<file path="config.mk">
export PLATFORM = sky130hd
export DESIGN_NAME = rpmc_div
export DESIGN_NICKNAME = d
export VERILOG_FILES = /design/src/rtl/assert_macros.svh /design/src/rtl/rpmc_pkg.sv /design/src/rtl/rpmc_div.sv
export SDC_FILE = /design/constraint.sdc
export NUM_CORES = 1
export LEC_CHECK = 0
export ABC_CLOCK_PERIOD_IN_PS = 3500
export BUFFER_PORTS_ARGS = -buffer_cell sky130_fd_sc_hd__buf_2
export CAP_MARGIN = 20
export CORE_MARGIN = 2
export CORE_UTILIZATION = 55
export CTS_CLUSTER_SIZE = 28
export DETAILED_ROUTE_END_ITERATION = 16
export HOLD_SLACK_MARGIN = 0.12
export MAX_ROUTING_LAYER = met4
export PLACE_DENSITY = 0.92
export SYNTH_ARGS = -nofsm -noshare
export SYNTH_HDL_FRONTEND = slang
export SYNTH_SLANG_ARGS = --single-unit
</file>
<file path="constraint.sdc">
create_clock -name clock -period 3.5 [get_ports clock]
set_input_delay 0.175 -clock clock [delete_from_list [all_inputs] [get_ports clock]]
set_output_delay 0.175 -clock clock [all_outputs]
set_load 0.03 [all_outputs]
</file>
<file path="src/rtl/assert_macros.svh">
// ---------------------------------------------------------------------------
// Assertion macros
// Shared concurrent assertion forms for the range product block.
// ---------------------------------------------------------------------------
`ifndef ASSERT_MACROS_SVH
`define ASSERT_MACROS_SVH

// Clocked check, silent while reset is high.
`define RPMC_ASSERT(lbl, clk, rst, prop, msg) \
   lbl: assert property (@(posedge clk) disable iff (rst) prop) else $error(msg);

// Clocked check that also holds through reset.
`define RPMC_ASSERT_ALWAYS(lbl, clk, prop, msg) \
   lbl: assert property (@(posedge clk) prop) else $error(msg);

`endif

</file>
<file path="src/rtl/rpmc_pkg.sv">
// ---------------------------------------------------------------------------
// rpmc_pkg
// Widths, command codes, defaults and unit handshake types.
// ---------------------------------------------------------------------------
package rpmc_pkg;

   localparam int VAL_W  = 30;
   localparam int EXP_W  = 17;
   localparam int IDX_W  = 12;
   localparam int CMD_W  = 2;
   localparam int STEP_W = $clog2(VAL_W);

   localparam int DEF_MAX_ELEMENTS = 4096;
   localparam int DEF_MAX_PRIMES   = 10;
   localparam int DEF_TRIAL_LIMIT  = 50000;

   localparam logic [VAL_W-1:0] MOD_RESET = VAL_W'(2);

   localparam logic [CMD_W-1:0] CMD_START = 2'd0;
   localparam logic [CMD_W-1:0] CMD_LOAD  = 2'd1;
   localparam logic [CMD_W-1:0] CMD_QUERY = 2'd2;

   typedef struct packed {
      logic             go;
      logic [VAL_W-1:0] num;
      logic [VAL_W-1:0] den;
   } div_req_type;

   typedef struct packed {
      logic             done;
      logic [VAL_W-1:0] quo;
      logic [VAL_W-1:0] rem;
   } div_rsp_type;

   typedef struct packed {
      logic             go;
      logic [VAL_W-1:0] a;
      logic [VAL_W-1:0] b;
      logic [VAL_W-1:0] m;
   } mul_req_type;

   typedef struct packed {
      logic             done;
      logic [VAL_W-1:0] prod;
   } mul_rsp_type;

endpackage

</file>
<file path="src/rtl/rpmc_div.sv">
// ---------------------------------------------------------------------------
// rpmc_div
// Restoring divider, one quotient bit per cycle.
// ---------------------------------------------------------------------------
module rpmc_div import rpmc_pkg::*; (
   input  logic        clock,
   input  logic        reset,
   input  div_req_type req,
   output div_rsp_type rsp
);
   logic              busy_ff, busy_in;
   logic              done_ff, done_in;
   logic [STEP_W-1:0] cnt_ff, cnt_in;
   logic [VAL_W-1:0]  quo_ff, quo_in;
   logic [VAL_W-1:0]  rem_ff, rem_in;
   logic [VAL_W-1:0]  den_ff, den_in;
   logic [VAL_W:0]    trial;
   logic [VAL_W:0]    diff;
   logic              fits;

   assign trial = {rem_ff, quo_ff[VAL_W-1]};
   assign diff  = trial - {1'b0, den_ff};
   assign fits  = trial >= {1'b0, den_ff};

   always_comb begin
      busy_in = busy_ff;
      done_in = 1'b0;
      cnt_in  = cnt_ff;
      quo_in  = quo_ff;
      rem_in  = rem_ff;
      den_in  = den_ff;
      if (req.go) begin
         busy_in = 1'b1;
         cnt_in  = '0;
         quo_in  = req.num;
         rem_in  = '0;
         den_in  = req.den;
      end else if (busy_ff) begin
         rem_in = fits ? diff[VAL_W-1:0] : trial[VAL_W-1:0];
         quo_in = {quo_ff[VAL_W-2:0], fits};
         cnt_in = cnt_ff + STEP_W'(1);
         if (cnt_ff == STEP_W'(VAL_W - 1)) begin
            busy_in = 1'b0;
            done_in = 1'b1;
         end
      end
   end

   always_ff @(posedge clock) begin
      if (reset) begin
         busy_ff <= 1'b0;
         done_ff <= 1'b0;
      end else begin
         busy_ff <= busy_in;
         done_ff <= done_in;
      end
      cnt_ff <= cnt_in;
      quo_ff <= quo_in;
      rem_ff <= rem_in;
      den_ff <= den_in;
   end

   assign rsp.done = done_ff;
   assign rsp.quo  = quo_ff;
   assign rsp.rem  = rem_ff;
endmodule

</file>
==> results.json <==
{
  "cts.sinks": 97,
  "layout_setup_ws_ns": 0.3686,
  "vias": 4869,
  "critical_path_class": "flop to flop",
  "core_sq_mm": 0.009774,
  "gr-usage-all-layers_pct": 29.48,
  "die_h_um": 104.3,
  "synth_area_per_cell_sq_um": 10.43,
  "grt_max_degree": 59,
  "maxSlewViolCount": 0,
  "synthCells": 530,
  "reg2reg_depth": 12,
  "clkTransAtPathRegs_ns": 0.12,
  "cts-root-buf": "clkbuf_8",
  "hold_path_depth": 2,
  "num_rows": 36,
  "setup_tns_ns": 0,
  "synth_seq_cells": 97,
  "wirelength_mm": 15.13,
  "dp_hpwl_mm": 9.960,
  "syn_area_sq_mm": 0.005529,
  "yosysSeqAreaShare_pct": 45.98,
  "final_common_cell": "buf_2",
  "final_area_sq_mm": 0.007038,
  "synthArstFlopShare_pct": 0,
  "h-tree-depth": 3,
  "fin_nets": 806,
  "synth-edff-count": 60,
  "grt-ovfl-total": 0,
  "cts.path.max_buffers": 2,
  "fin_crit_sh_pct": 89.47,
  "crit_arrival_ns": 3.42,
  "end_kind": "flop",
  "diodes": 0,
  "tightestPinTransition_ns": 0.6556,
  "setup_viol": 0,
  "vdd_drop_max_uv": 363.9,
  "syn_nets": 627,
  "mostFrequentLayoutCells": "122 x buf_2, 60 x edfxtp_1, 60 x dlygate4sd3_1",
  "dr.pass1.iters": 5,
  "p_leak_nw": 3.078,
  "cts_tree": "yes",
  "place_congestion": 0.9502,
  "status": "complete, no violations",
  "r2r_end": "rem_ff[16]$_SDFFE_PP0P_",
  "skew_ns": 0.02108,
  "hold_path_class": "input pin to flop",
  "crit_required_ns": 3.79,
  "cp-endpoint": "rem_ff[16]$_SDFFE_PP0P_",
  "synth.distinct_cells": 57,
  "yosysWarnings": 0,
  "grt_antenna_before_repair": 0,
  "numCtsBuffers": 9,
  "routedWlPerCell_um": 17.86,
  "fp.dieW_um": 104.3,
  "port_buffers": 123,
  "rsz0062_at_grt": "false",
  "rr_startpoint": "quo_ff[29]$_DFFE_PP_",
  "ant_nets": 0,
  "path_max_fanout": 4,
  "critPathLaunch": "quo_ff[29]$_DFFE_PP_",
  "drive_gt1_share_pct": 25.49,
  "post-cts-setup-buffers": 0,
  "max_freq_mhz": 319.3,
  "pre_cts_slack_ns": 0.3907,
  "die-area_sq_mm": 0.01087,
  "cp-start-kind": "flop",
  "slew_headroom_pct": 56.29,
  "drc": 0,
  "clk_latency_ns": 0.38,
  "finalHoldViolCount": 0,
  "vias_per_cell": 5.749,
  "min_period_ns": 3.131,
  "syn_to_final_growth_pct": 27.29,
  "synthFlopType": "edfxtp_1",
  "power_density_mw_per_mm2": 437.1,
  "drt-initial-drc-count": 322,
  "post-route-util_pct": 72.00,
  "grt_first_pass_wirelength_mm": 24.98,
  "rrSetupSlack_ns": 0.37,
  "finalPower_mw": 3.076,
  "drv_cap": 0,
  "initial_utilization_pct": 56.57,
  "grt_pass1_vias": 5003,
  "ios": 124,
  "place_area_sq_mm": 0.006246
}
-- worst max-delay path: stages, from the launching register on --
cell and delay [ns]:
edfxtp_1 0.42, inv_1 0.11, ha_1 0.15, inv_1 0.04, fa_1 0.40, a21oi_1 0.25
o21ai_0 0.22, a41oi_1 0.49, nand2_1 0.21, a311oi_1 0.38, xnor2_1 0.16, mux2i_1 0.08
o21ai_0 0.12
-- layer usage --
layer	vias to the layer above	GRT usage (%)	wire length [um]
met5	-	-	0
met4	0	13.42	492
met3	41	5.827	979
met2	217	48.09	7336
met1	2295	35.35	6322
li1	2316	-	-
-- kinds of logic (layout without fill, tap and decap cells) --
| kind of cell | after synthesis | in the layout | share of synthesized area [%] |
|---|---|---|---|
| AOI/OAI and AO/OA | 131 | 131 | 16.00 |
| adders and majority gates | 34 | 34 | 7.830 |
| xor gates and xnor gates | 29 | 29 | 4.594 |
| muxes | 46 | 46 | 9.029 |
| buffers and inverters | 60 | 244 | 4.820 |
| DFF | 97 | 97 | 45.98 |
| and+or+nand+nor | 133 | 133 | 11.75 |
-- worst min-delay path by stage --
stage / from / slack, ns / end
finish: req[30] / 0.15 / quo_ff[0]$_DFFE_PP_
floorplan: reset / 0.25 / busy_ff$_SDFF_PP0_
global placement: req[9] / 0.35 / den_ff[9]$_DFFE_PP_
global route: req[30] / 0.14 / quo_ff[0]$_DFFE_PP_
CTS: req[58] / 0.12 / quo_ff[28]$_DFFE_PP_
detailed placement: reset / 0.35 / busy_ff$_SDFF_PP0_
-- state kept, by name, indices dropped and copies added, names as in the netlist --
register  cells
busy_ff       1
rem_ff       30
quo_ff       30
den_ff       30
cnt_ff        5
done_ff       1
-- synthesized netlist by cell type (all sizes together), types with 4 or more instances --
cell     n  area [sq um]
edfxtp  60          1802
nand2   43         163.9
dfxtp   37         740.7
inv     37         138.9
nor2    34         127.6
ha      33         412.9
mux2    31         349.1
o21ai   30         150.1
a21oi   27         135.1
xnor2   19         166.4
a21o    16         120.1
mux2i   15         150.1
a211oi  14         105.1
clkbuf  14         52.55
nand2b  11         68.82
xor2    10         87.58
buf      9         75.07
a311oi   7         67.56
nand3    7         35.03
nand4    6         37.54
o211ai   6         50.05
a31oi    5         31.28
and2     5         31.28
and3     5         31.28
nor2b    4         25.02
nor3     4         20.02
-- power by group --
group | total [mW] | internal (mW) | switching, mW
registers | 1.40 | 1.33 | 0.0755
clock network | 0.714 | 0.277 | 0.438
logic | 0.960 | 0.389 | 0.571
-- per-stage QoR --
step	instances	hold slack [ns]
after global routing	847	0.1391
after CTS	846	0.1217
after global placement	771	0.3532
final	847	0.1472
after detailed placement	771	0.3523
after floorplan	530	0.2474
-- final cells by class --
| cell class | instances | area (sq um) |
|---|---|---|
| flip-flops and latches | 97 | 2542 |
| multi-input cells | 373 | 2721 |
| repair buffers | 191 | 1279 |
| fillers | 701 | 2736 |
| inverters | 37 | 138.9 |
| clock inverters | 6 | 62.56 |
| well taps | 133 | 166.4 |
| clock buffers | 10 | 127.6 |
-- repair_timing --
| action | 4_1_cts | 5_1_grt |
|---|---|---|
| resized for setup | 0 | 1 |
| endpoints found under the setup margin | 0 | 1 |
| hold buffers | 59 | 1 |
| endpoints found under the hold margin | 60 | 1 |
Note: power is estimated with default switching activity, not from simulation.
