--- config.mk ---
export PLATFORM = sky130hd
export DESIGN_NAME = rpmc_modmul
export DESIGN_NICKNAME = d
export VERILOG_FILES = /design/src/rtl/assert_macros.svh /design/src/rtl/rpmc_pkg.sv /design/src/rtl/rpmc_modmul.sv
export SDC_FILE = /design/constraint.sdc
export NUM_CORES = 1
export LEC_CHECK = 0
export BUFFER_PORTS_ARGS = -buffer_cell sky130_fd_sc_hd__buf_2
export CORE_MARGIN = 3
export CORE_UTILIZATION = 45
export DETAILED_ROUTE_END_ITERATION = 8
export GPL_TIMING_DRIVEN = 0
export PLACE_DENSITY_LB_ADDON = 0.12
export RECOVER_POWER = 25
export SLEW_MARGIN = 20
export SYNTH_ARGS = -nofsm -noshare
export SYNTH_HDL_FRONTEND = slang
export SYNTH_SLANG_ARGS = --single-unit
--- constraint.sdc ---
create_clock -name clock -period 8 [get_ports clock]
set_input_delay 1.6 -clock clock [delete_from_list [all_inputs] [get_ports clock]]
set_output_delay 1.6 -clock clock [all_outputs]
set_load 0.1 [all_outputs]
--- src/rtl/assert_macros.svh ---
// ---------------------------------------------------------------------------
// Assertion macros
// Shared concurrent assertion forms for the range product block.
// ---------------------------------------------------------------------------
`ifndef ASSERT_MACROS_SVH
`define ASSERT_MACROS_SVH

// Clocked check, silent while reset is high.
`define RPMC_ASSERT(lbl, clk, rst, prop, msg) \
   lbl: assert property (@(posedge clk) disable iff (rst) prop) else $error(msg);

// Clocked check that also holds through reset.
`define RPMC_ASSERT_ALWAYS(lbl, clk, prop, msg) \
   lbl: assert property (@(posedge clk) prop) else $error(msg);

`endif

--- src/rtl/rpmc_pkg.sv ---
// ---------------------------------------------------------------------------
// rpmc_pkg
// Widths, command codes, defaults and unit handshake types.
// ---------------------------------------------------------------------------
package rpmc_pkg;

   localparam int VAL_W  = 30;
   localparam int EXP_W  = 17;
   localparam int IDX_W  = 12;
   localparam int CMD_W  = 2;
   localparam int STEP_W = $clog2(VAL_W);

   localparam int DEF_MAX_ELEMENTS = 4096;
   localparam int DEF_MAX_PRIMES   = 10;
   localparam int DEF_TRIAL_LIMIT  = 50000;

   localparam logic [VAL_W-1:0] MOD_RESET = VAL_W'(2);

   localparam logic [CMD_W-1:0] CMD_START = 2'd0;
   localparam logic [CMD_W-1:0] CMD_LOAD  = 2'd1;
   localparam logic [CMD_W-1:0] CMD_QUERY = 2'd2;

   typedef struct packed {
      logic             go;
      logic [VAL_W-1:0] num;
      logic [VAL_W-1:0] den;
   } div_req_type;

   typedef struct packed {
      logic             done;
      logic [VAL_W-1:0] quo;
      logic [VAL_W-1:0] rem;
   } div_rsp_type;

   typedef struct packed {
      logic             go;
      logic [VAL_W-1:0] a;
      logic [VAL_W-1:0] b;
      logic [VAL_W-1:0] m;
   } mul_req_type;

   typedef struct packed {
      logic             done;
      logic [VAL_W-1:0] prod;
   } mul_rsp_type;

endpackage

--- src/rtl/rpmc_modmul.sv ---
// ---------------------------------------------------------------------------
// rpmc_modmul
// Modular multiplier, double-and-add over one multiplier bit per cycle.
// ---------------------------------------------------------------------------
module rpmc_modmul import rpmc_pkg::*; (
   input  logic        clock,
   input  logic        reset,
   input  mul_req_type req,
   output mul_rsp_type rsp
);
   logic              busy_ff, busy_in;
   logic              done_ff, done_in;
   logic [STEP_W-1:0] cnt_ff, cnt_in;
   logic [VAL_W-1:0]  a_ff, a_in;
   logic [VAL_W-1:0]  b_ff, b_in;
   logic [VAL_W-1:0]  m_ff, m_in;
   logic [VAL_W-1:0]  acc_ff, acc_in;
   logic [VAL_W:0]    dbl;
   logic [VAL_W:0]    dbl_red;
   logic [VAL_W:0]    sum;
   logic [VAL_W:0]    sum_red;

   // operands stay below the modulus, so one conditional subtract per add
   assign dbl     = {acc_ff, 1'b0};
   assign dbl_red = (dbl >= {1'b0, m_ff}) ? dbl - {1'b0, m_ff} : dbl;
   assign sum     = dbl_red + (a_ff[VAL_W-1] ? {1'b0, b_ff} : '0);
   assign sum_red = (sum >= {1'b0, m_ff}) ? sum - {1'b0, m_ff} : sum;

   always_comb begin
      busy_in = busy_ff;
      done_in = 1'b0;
      cnt_in  = cnt_ff;
      a_in    = a_ff;
      b_in    = b_ff;
      m_in    = m_ff;
      acc_in  = acc_ff;
      if (req.go) begin
         busy_in = 1'b1;
         cnt_in  = '0;
         a_in    = req.a;
         b_in    = req.b;
         m_in    = req.m;
         acc_in  = '0;
      end else if (busy_ff) begin
         acc_in = sum_red[VAL_W-1:0];
         a_in   = {a_ff[VAL_W-2:0], 1'b0};
         cnt_in = cnt_ff + STEP_W'(1);
         if (cnt_ff == STEP_W'(VAL_W - 1)) begin
            busy_in = 1'b0;
            done_in = 1'b1;
         end
      end
   end

   always_ff @(posedge clock) begin
      if (reset) begin
         busy_ff <= 1'b0;
         done_ff <= 1'b0;
      end else begin
         busy_ff <= busy_in;
         done_ff <= done_in;
      end
      cnt_ff <= cnt_in;
      a_ff   <= a_in;
      b_ff   <= b_in;
      m_ff   <= m_in;
      acc_ff <= acc_in;
   end

   assign rsp.done = done_ff;
   assign rsp.prod = acc_ff;
endmodule

==> flow_summary_export.csv, run 1 <==
group,metric,value,unit
finish,nets,1435,
floorplanning,chipWidth,155,um
outcome,violations,"max-capacitance violations, max-slew violations",
placed_design,placed_cells,1499,
cts,cts_root_buf,"clkbuf_16",
finish,fin_util,54.7,%
grt,grt_pass1_vias,8499,
sta,worst_slack,0.395,ns
setup_path,setup.worst_path.start,"acc_ff[23]$_SDFFE_PP0P_",
setup_path,crit_fanout,10,
finish,diodes,0,
synthesis,yosysWarningCount,0,
routing,wl_per_cell,19.9,um
routing,wirelength,30.6,mm
placed_design,routabilityCongestion,0.905,
placed_design,dp_hpwl,23.2,mm
cts,clk_latency,0.44,ns
synthesis,synthTopCellsByArea,"edfxtp_1, ha_1, dfxtp_1",
routing,route.detailed.drc,0,
cts,h-tree-depth,4,
synthesis,avgSynthCellArea,9.07,um2
sta,max-slew-margin-rel,-122,%
finish,fin_cells,1534,
cts,clock-sinks,127,
synthesis,synth_cells,1101,
sta,final-hold-violation-count,0,
routing,drt_first_pass_iters,6,
synthesis,synth_top_cell_by_area,"edfxtp_1",
grt,grt.overflow.total,0,
placed_design,place_ws,-2.19,ns
cts,cts_tree,"built",
setup_path,crit_path_end_kind,"flop",
cts,cts_made_buffers,17,
setup_path,timing_worst_setup_path_type,"flop to flop",
sta,maxSlewViolCount,62,
grt,grt_antenna_before_repair,1,
sta,setup_viol,0,
floorplanning,pin_count,124,
floorplanning,die_y,155,um
cts,postCtsHoldBufs,0,
finish,syn_to_final_growth,17.4,%
setup_path,reg2reg_setup_slack,0.40,ns
sta,clock_skew,0.0139,ns
synthesis,yosysUniqueCellTypes,69,
hold_path,hold_class,"flop to flop",
routing,drt_iter0_markers,699,
outcome,status,"finished with violations",
floorplanning,die_area,24000,um2
setup_path,start_kind,"flop",
sta,fmax,131,MHz
floorplanning,std_cell_rows,53,
synthesis,synthFlopType,"edfxtp_1",
floorplanning,start_util,46.6,%
synthesis,syn_nets,1290,
setup_path,r2r-start,"acc_ff[23]$_SDFFE_PP0P_",
sta,holdWs,0.503,ns
setup_path,critPathSlowestCell,"fa_1",
sta,rsz0062_at_grt,"false",
finish,drive_above_1_share,19.0,%
routing,vias,8977,
synthesis,ys_seq_area_share,34.5,%
run,max_cap_viol_count,1,
grt,grt_pass1_wl,47.1,mm
synthesis,synth_top_cell_area_share,27.1,%
synthesis,async_flop_share,0,%
synthesis,synth_edf_count,90,
setup_path,cp.arrival,7.95,ns
sta,worst_slew_pin_slew,3.33,ns
cts,cts_max_path_buffers,2,
sta,fin_crit_sh,95.1,%
finish,fillers,2014,
finish,final_common_cell,"buf_2",
synthesis,synth_area,9990,um2
setup_path,max_stage_delay,0.48,ns
grt,grt_usage,25.1,%
routing,ant_nets,0,
hold_path,holdCritStartpoint,"cnt_ff[4]$_SDFFE_PP0P_",
floorplanning,core-area,21400,um2
grt,grt_start_max_net_pins,62,
placed_design,portBuffers,123,
sta,post-route-min-period,7.60,ns
routing,via_per_inst,5.85,
setup_path,required,8.35,ns
finish,layout_common_cells,"buf_2, a21oi_1, ha_1, edfxtp_1, nor2_1",
cts,path_clk_slew,0.07,ns
synthesis,synth.ff_latch_count,127,
==> sequential cells by signal, summed over array words and instances (netlist names) <==
| register | count |
|---|---|
| done_ff | 1 |
| acc_ff | 30 |
| b_ff | 30 |
| cnt_ff | 5 |
| busy_ff | 1 |
| m_ff | 30 |
| a_ff | 30 |
==> per-layer routing <==
layer,global-route usage [%],routed length [um],up-vias,share of wire (%)
met5,0,0,-,0
met3,4.62,2370,40,7.8
met2,39.5,13500,317,44
li1,-,-,4398,-
met1,35.5,14000,4222,46
met4,6.94,666,0,2.2
==> path summary, 6_finish.rpt <==
path,depth (start not counted),end
max,29,acc_ff[17]$_SDFFE_PP0P_
min,2,done_ff$_SDFF_PP0_
max reg2reg,29,acc_ff[17]$_SDFFE_PP0P_
min reg2reg,2,done_ff$_SDFF_PP0_
==> critical path, delay by kind of cell (launching register included) <==
family,cells,cell delay (ns)
buffers and inverters,5,0.96
and+or+nand+nor,7,1.61
AOI/OAI and AO/OA,14,3.35
DFF,1,0.36
adders and majority gates,3,1.19
==> per-stage QoR <==
stage                     setup TNS (ns)  area, um2
after global routing                   0      11700
after floorplan                        0       9990
final                                  0      11700
after detailed placement          -62.95      11000
after global placement            -59.36      11000
after CTS                              0      11700
==> what timing repair did <==
action	CTS	global route
gates resized for setup	34	18
pin swaps	3	3
endpoints found under the setup margin	30	30
setup buffers	4	3
==> cells in the mapped netlist (5+ instances only) <==
cell and count:
dfxtp_1 37, nand4_1 20, a211o_1 5, o211ai_1 12, a211oi_1 16, and3_1 7
a31oi_1 16, nand2b_1 24, a21oi_1 104, nand3_1 22, o2111ai_1 6, edfxtp_1 90
nor2b_1 8, or2_2 7, and2_1 38, xor2_1 23, a21o_1 32, a311oi_1 5
o31ai_1 12, inv_1 68, o221ai_1 7, nor3_1 18, a41oi_1 6, clkbuf_1 36
nand2_1 64, o21bai_1 15, or3_1 10, nor2_1 88, mux2_2 29, xnor2_1 51
ha_1 93, o21ai_0 51, o311a_1 5, o21a_1 8
==> logic make-up (layout without fill, tap and decap cells) <==
kind of cell	Yosys count	count (layout)	share of synthesized area, %
buffers and inverters	110	268	4.30
AND/OR/NAND/NOR	322	322	16.0
adder cells (fa/ha/maj)	96	96	12.2
AO/OA/AOI/OAI	339	339	22.5
multiplexers	31	31	3.47
XOR/XNOR	76	76	6.95
flip-flops	127	127	34.5
==> final cells by class <==
class	instances	area [um2]	area share (%)
flip-flops and latches	127	3440	29.4
clock inverters	15	163	1.39
repair buffers	130	667	5.69
well taps	275	344	2.93
clock buffers	17	425	3.63
plain buffers	38	195	1.66
multi-input cells	864	6230	53.2
inverters	68	255	2.18
Power of run 1 is left out: the tool's default activity adds up to more than one toggle a clock period on the data nets, which glitch-free logic cannot reach.
==> run 2, diff against run 1 <==
CORE_UTILIZATION = 30   (was 45)
==> run 2 against run 1 <==
The run still ends with max-capacitance violations, max-slew violations left. Core utilization fell by 18 points. Wire length up 11%. Cell count increased by 11%. Via count down 0.72%. Cell area rose by 2.8%. Die area up 48%. Sequential share of layout area down 0.79 points. Non-clock buffer count increased by 5. Clock-buffer cell count increased by 2. Critical path type unchanged.
==> flow_summary_export.csv, run 2 (synthesized netlist as in run 1, its figures left out) <==
group,metric,value,unit
grt,grt_start_max_net_pins,37,
setup_path,crit_buf_inv,5,
grt,grt_usage,19.0,%
floorplanning,start_util,30.6,%
setup_path,cp.arrival,7.99,ns
setup_path,critPathSlowestCell,"a221o_2",
run,max_cap_viol_count,1,
finish,final_common_cell,"buf_2",
finish,layout_common_cells,"buf_2, a21oi_1, ha_1, edfxtp_1, nor2_1",
placed_design,portBuffers,123,
sta,fin_crit_sh,95.4,%
grt,grt_antenna_before_repair,2,
hold_path,hold_class,"flop to flop",
setup_path,required,8.35,ns
placed_design,routabilityCongestion,0.877,
sta,final-hold-violation-count,0,
routing,route.detailed.drc,0,
setup_path,reg2reg_setup_slack,0.37,ns
finish,fin_area,12000,um2
sta,setup_viol,0,
setup_path,crit_path_end_kind,"flop",
grt,grt_pass1_vias,8774,
cts,clock-sinks,127,
grt,grt.overflow.total,0,
routing,wirelength,33.9,mm
finish,diodes,0,
cts,clk_latency,0.44,ns
floorplanning,die_area,35500,um2
setup_path,crit_fanout,10,
outcome,status,"finished with violations",
cts,cts_tree,"built",
floorplanning,die_y,188,um
setup_path,start_kind,"flop",
routing,via_per_inst,5.22,
placed_design,dp_hpwl,26.2,mm
floorplanning,std_cell_rows,66,
grt,grt_pass1_wl,51.4,mm
setup_path,max_stage_delay,0.48,ns
floorplanning,core-area,32700,um2
cts,cts_root_buf,"clkbuf_16",
routing,vias,8912,
finish,drive_above_1_share,19.4,%
sta,maxSlewViolCount,26,
cts,cts_max_path_buffers,2,
placed_design,dpl-instance-area,11200,um2
outcome,violations,"max-capacitance violations, max-slew violations",
routing,drt_first_pass_iters,5,
sta,post-route-min-period,7.63,ns
finish,syn_to_final_growth,20.6,%
floorplanning,pin_count,124,
finish,fillers,3463,
sta,worst_slew_pin_slew,1.60,ns
setup_path,timing_worst_setup_path_type,"flop to flop",
sta,fmax,131,MHz
cts,path_clk_slew,0.06,ns
finish,nets,1440,
routing,drt_iter0_markers,627,
cts,h-tree-depth,4,
routing,ant_nets,0,
setup_path,cp_top_family,"compound AO/OA/AOI/OAI gates",
floorplanning,chipWidth,188,um
sta,clock_skew,0.0102,ns
cts,cts_made_buffers,17,
sta,max-slew-margin-rel,-6.90,%
routing,wl_per_cell,19.9,um
## run 2: cell types whose count changed in the layout (fill, tap and decap cells not counted), sizes merged
cell / before / now
buf: 137 / 144
inv: 80 / 72
clkinv: 1 / 5
bufinv: 1 / 2
clkinvlp: 1 / 2
## run 2: cell type report
type                    instances  area (um2)  area share, %
multi-input cells             864        6250           51.9
well taps                     442         553           4.59
plain buffers                  39         214           1.78
inverters                      68         255           2.12
flip-flops and latches        127        3440           28.6
repair buffers                134         722           5.99
clock inverters                13         155           1.29
clock buffers                  19         454           3.77
## run 2: timing repair
action,in CTS,in global routing
hold buffers,0,0
endpoints found under the setup margin,30,30
pin swaps,1,9
setup buffers,3,6
gates resized for setup,36,27
gates cloned,0,0
## run 2: per-stage QoR
step           util (%)  instances  hold slack (ns)  worst slack, ns  setup TNS [ns]
2_1_floorplan         -       1101            0.465            0.245               0
3_3_place_gp       34.1       1666            0.497            -2.44          -69.22
3_5_place_dp       34.3       1668            0.499            -2.36          -67.41
4_1_cts            36.5       1701            0.512          0.00425               0
5_1_grt            36.8       1706            0.554          -0.0161         -0.0439
6_report           36.8       1706            0.513            0.365               0
## run 2: worst paths after layout
path	startpoint	cells after the start	endpoint
max	m_ff[4]$_DFFE_PP_	30	acc_ff[17]$_SDFFE_PP0P_
min	cnt_ff[4]$_SDFFE_PP0P_	2	done_ff$_SDFF_PP0_
max reg2reg	m_ff[4]$_DFFE_PP_	30	acc_ff[17]$_SDFFE_PP0P_
min reg2reg	cnt_ff[4]$_SDFFE_PP0P_	2	done_ff$_SDFF_PP0_
## run 2: routing by layer
metal  GRT usage, %  share of wire, %  up-vias
met5              0             0.041        -
met4           4.98               1.5        4
met3           4.99               5.9       30
met2           30.5                45      232
met1           25.5                47     4234
li1               -                 -     4412
## run 2: worst register-to-register path, delay by kind of cell (launching register included)
| kind | cells | cell delay (ns) |
|---|---|---|
| adder cells (fa/ha/maj) | 3 | 1.26 |
| flip-flops | 1 | 0.34 |
| AND/OR/NAND/NOR | 5 | 1.02 |
| AO/OA/AOI/OAI | 17 | 4.12 |
| buffers and inverters | 5 | 0.79 |
Power of run 2 is left out for the same reason.
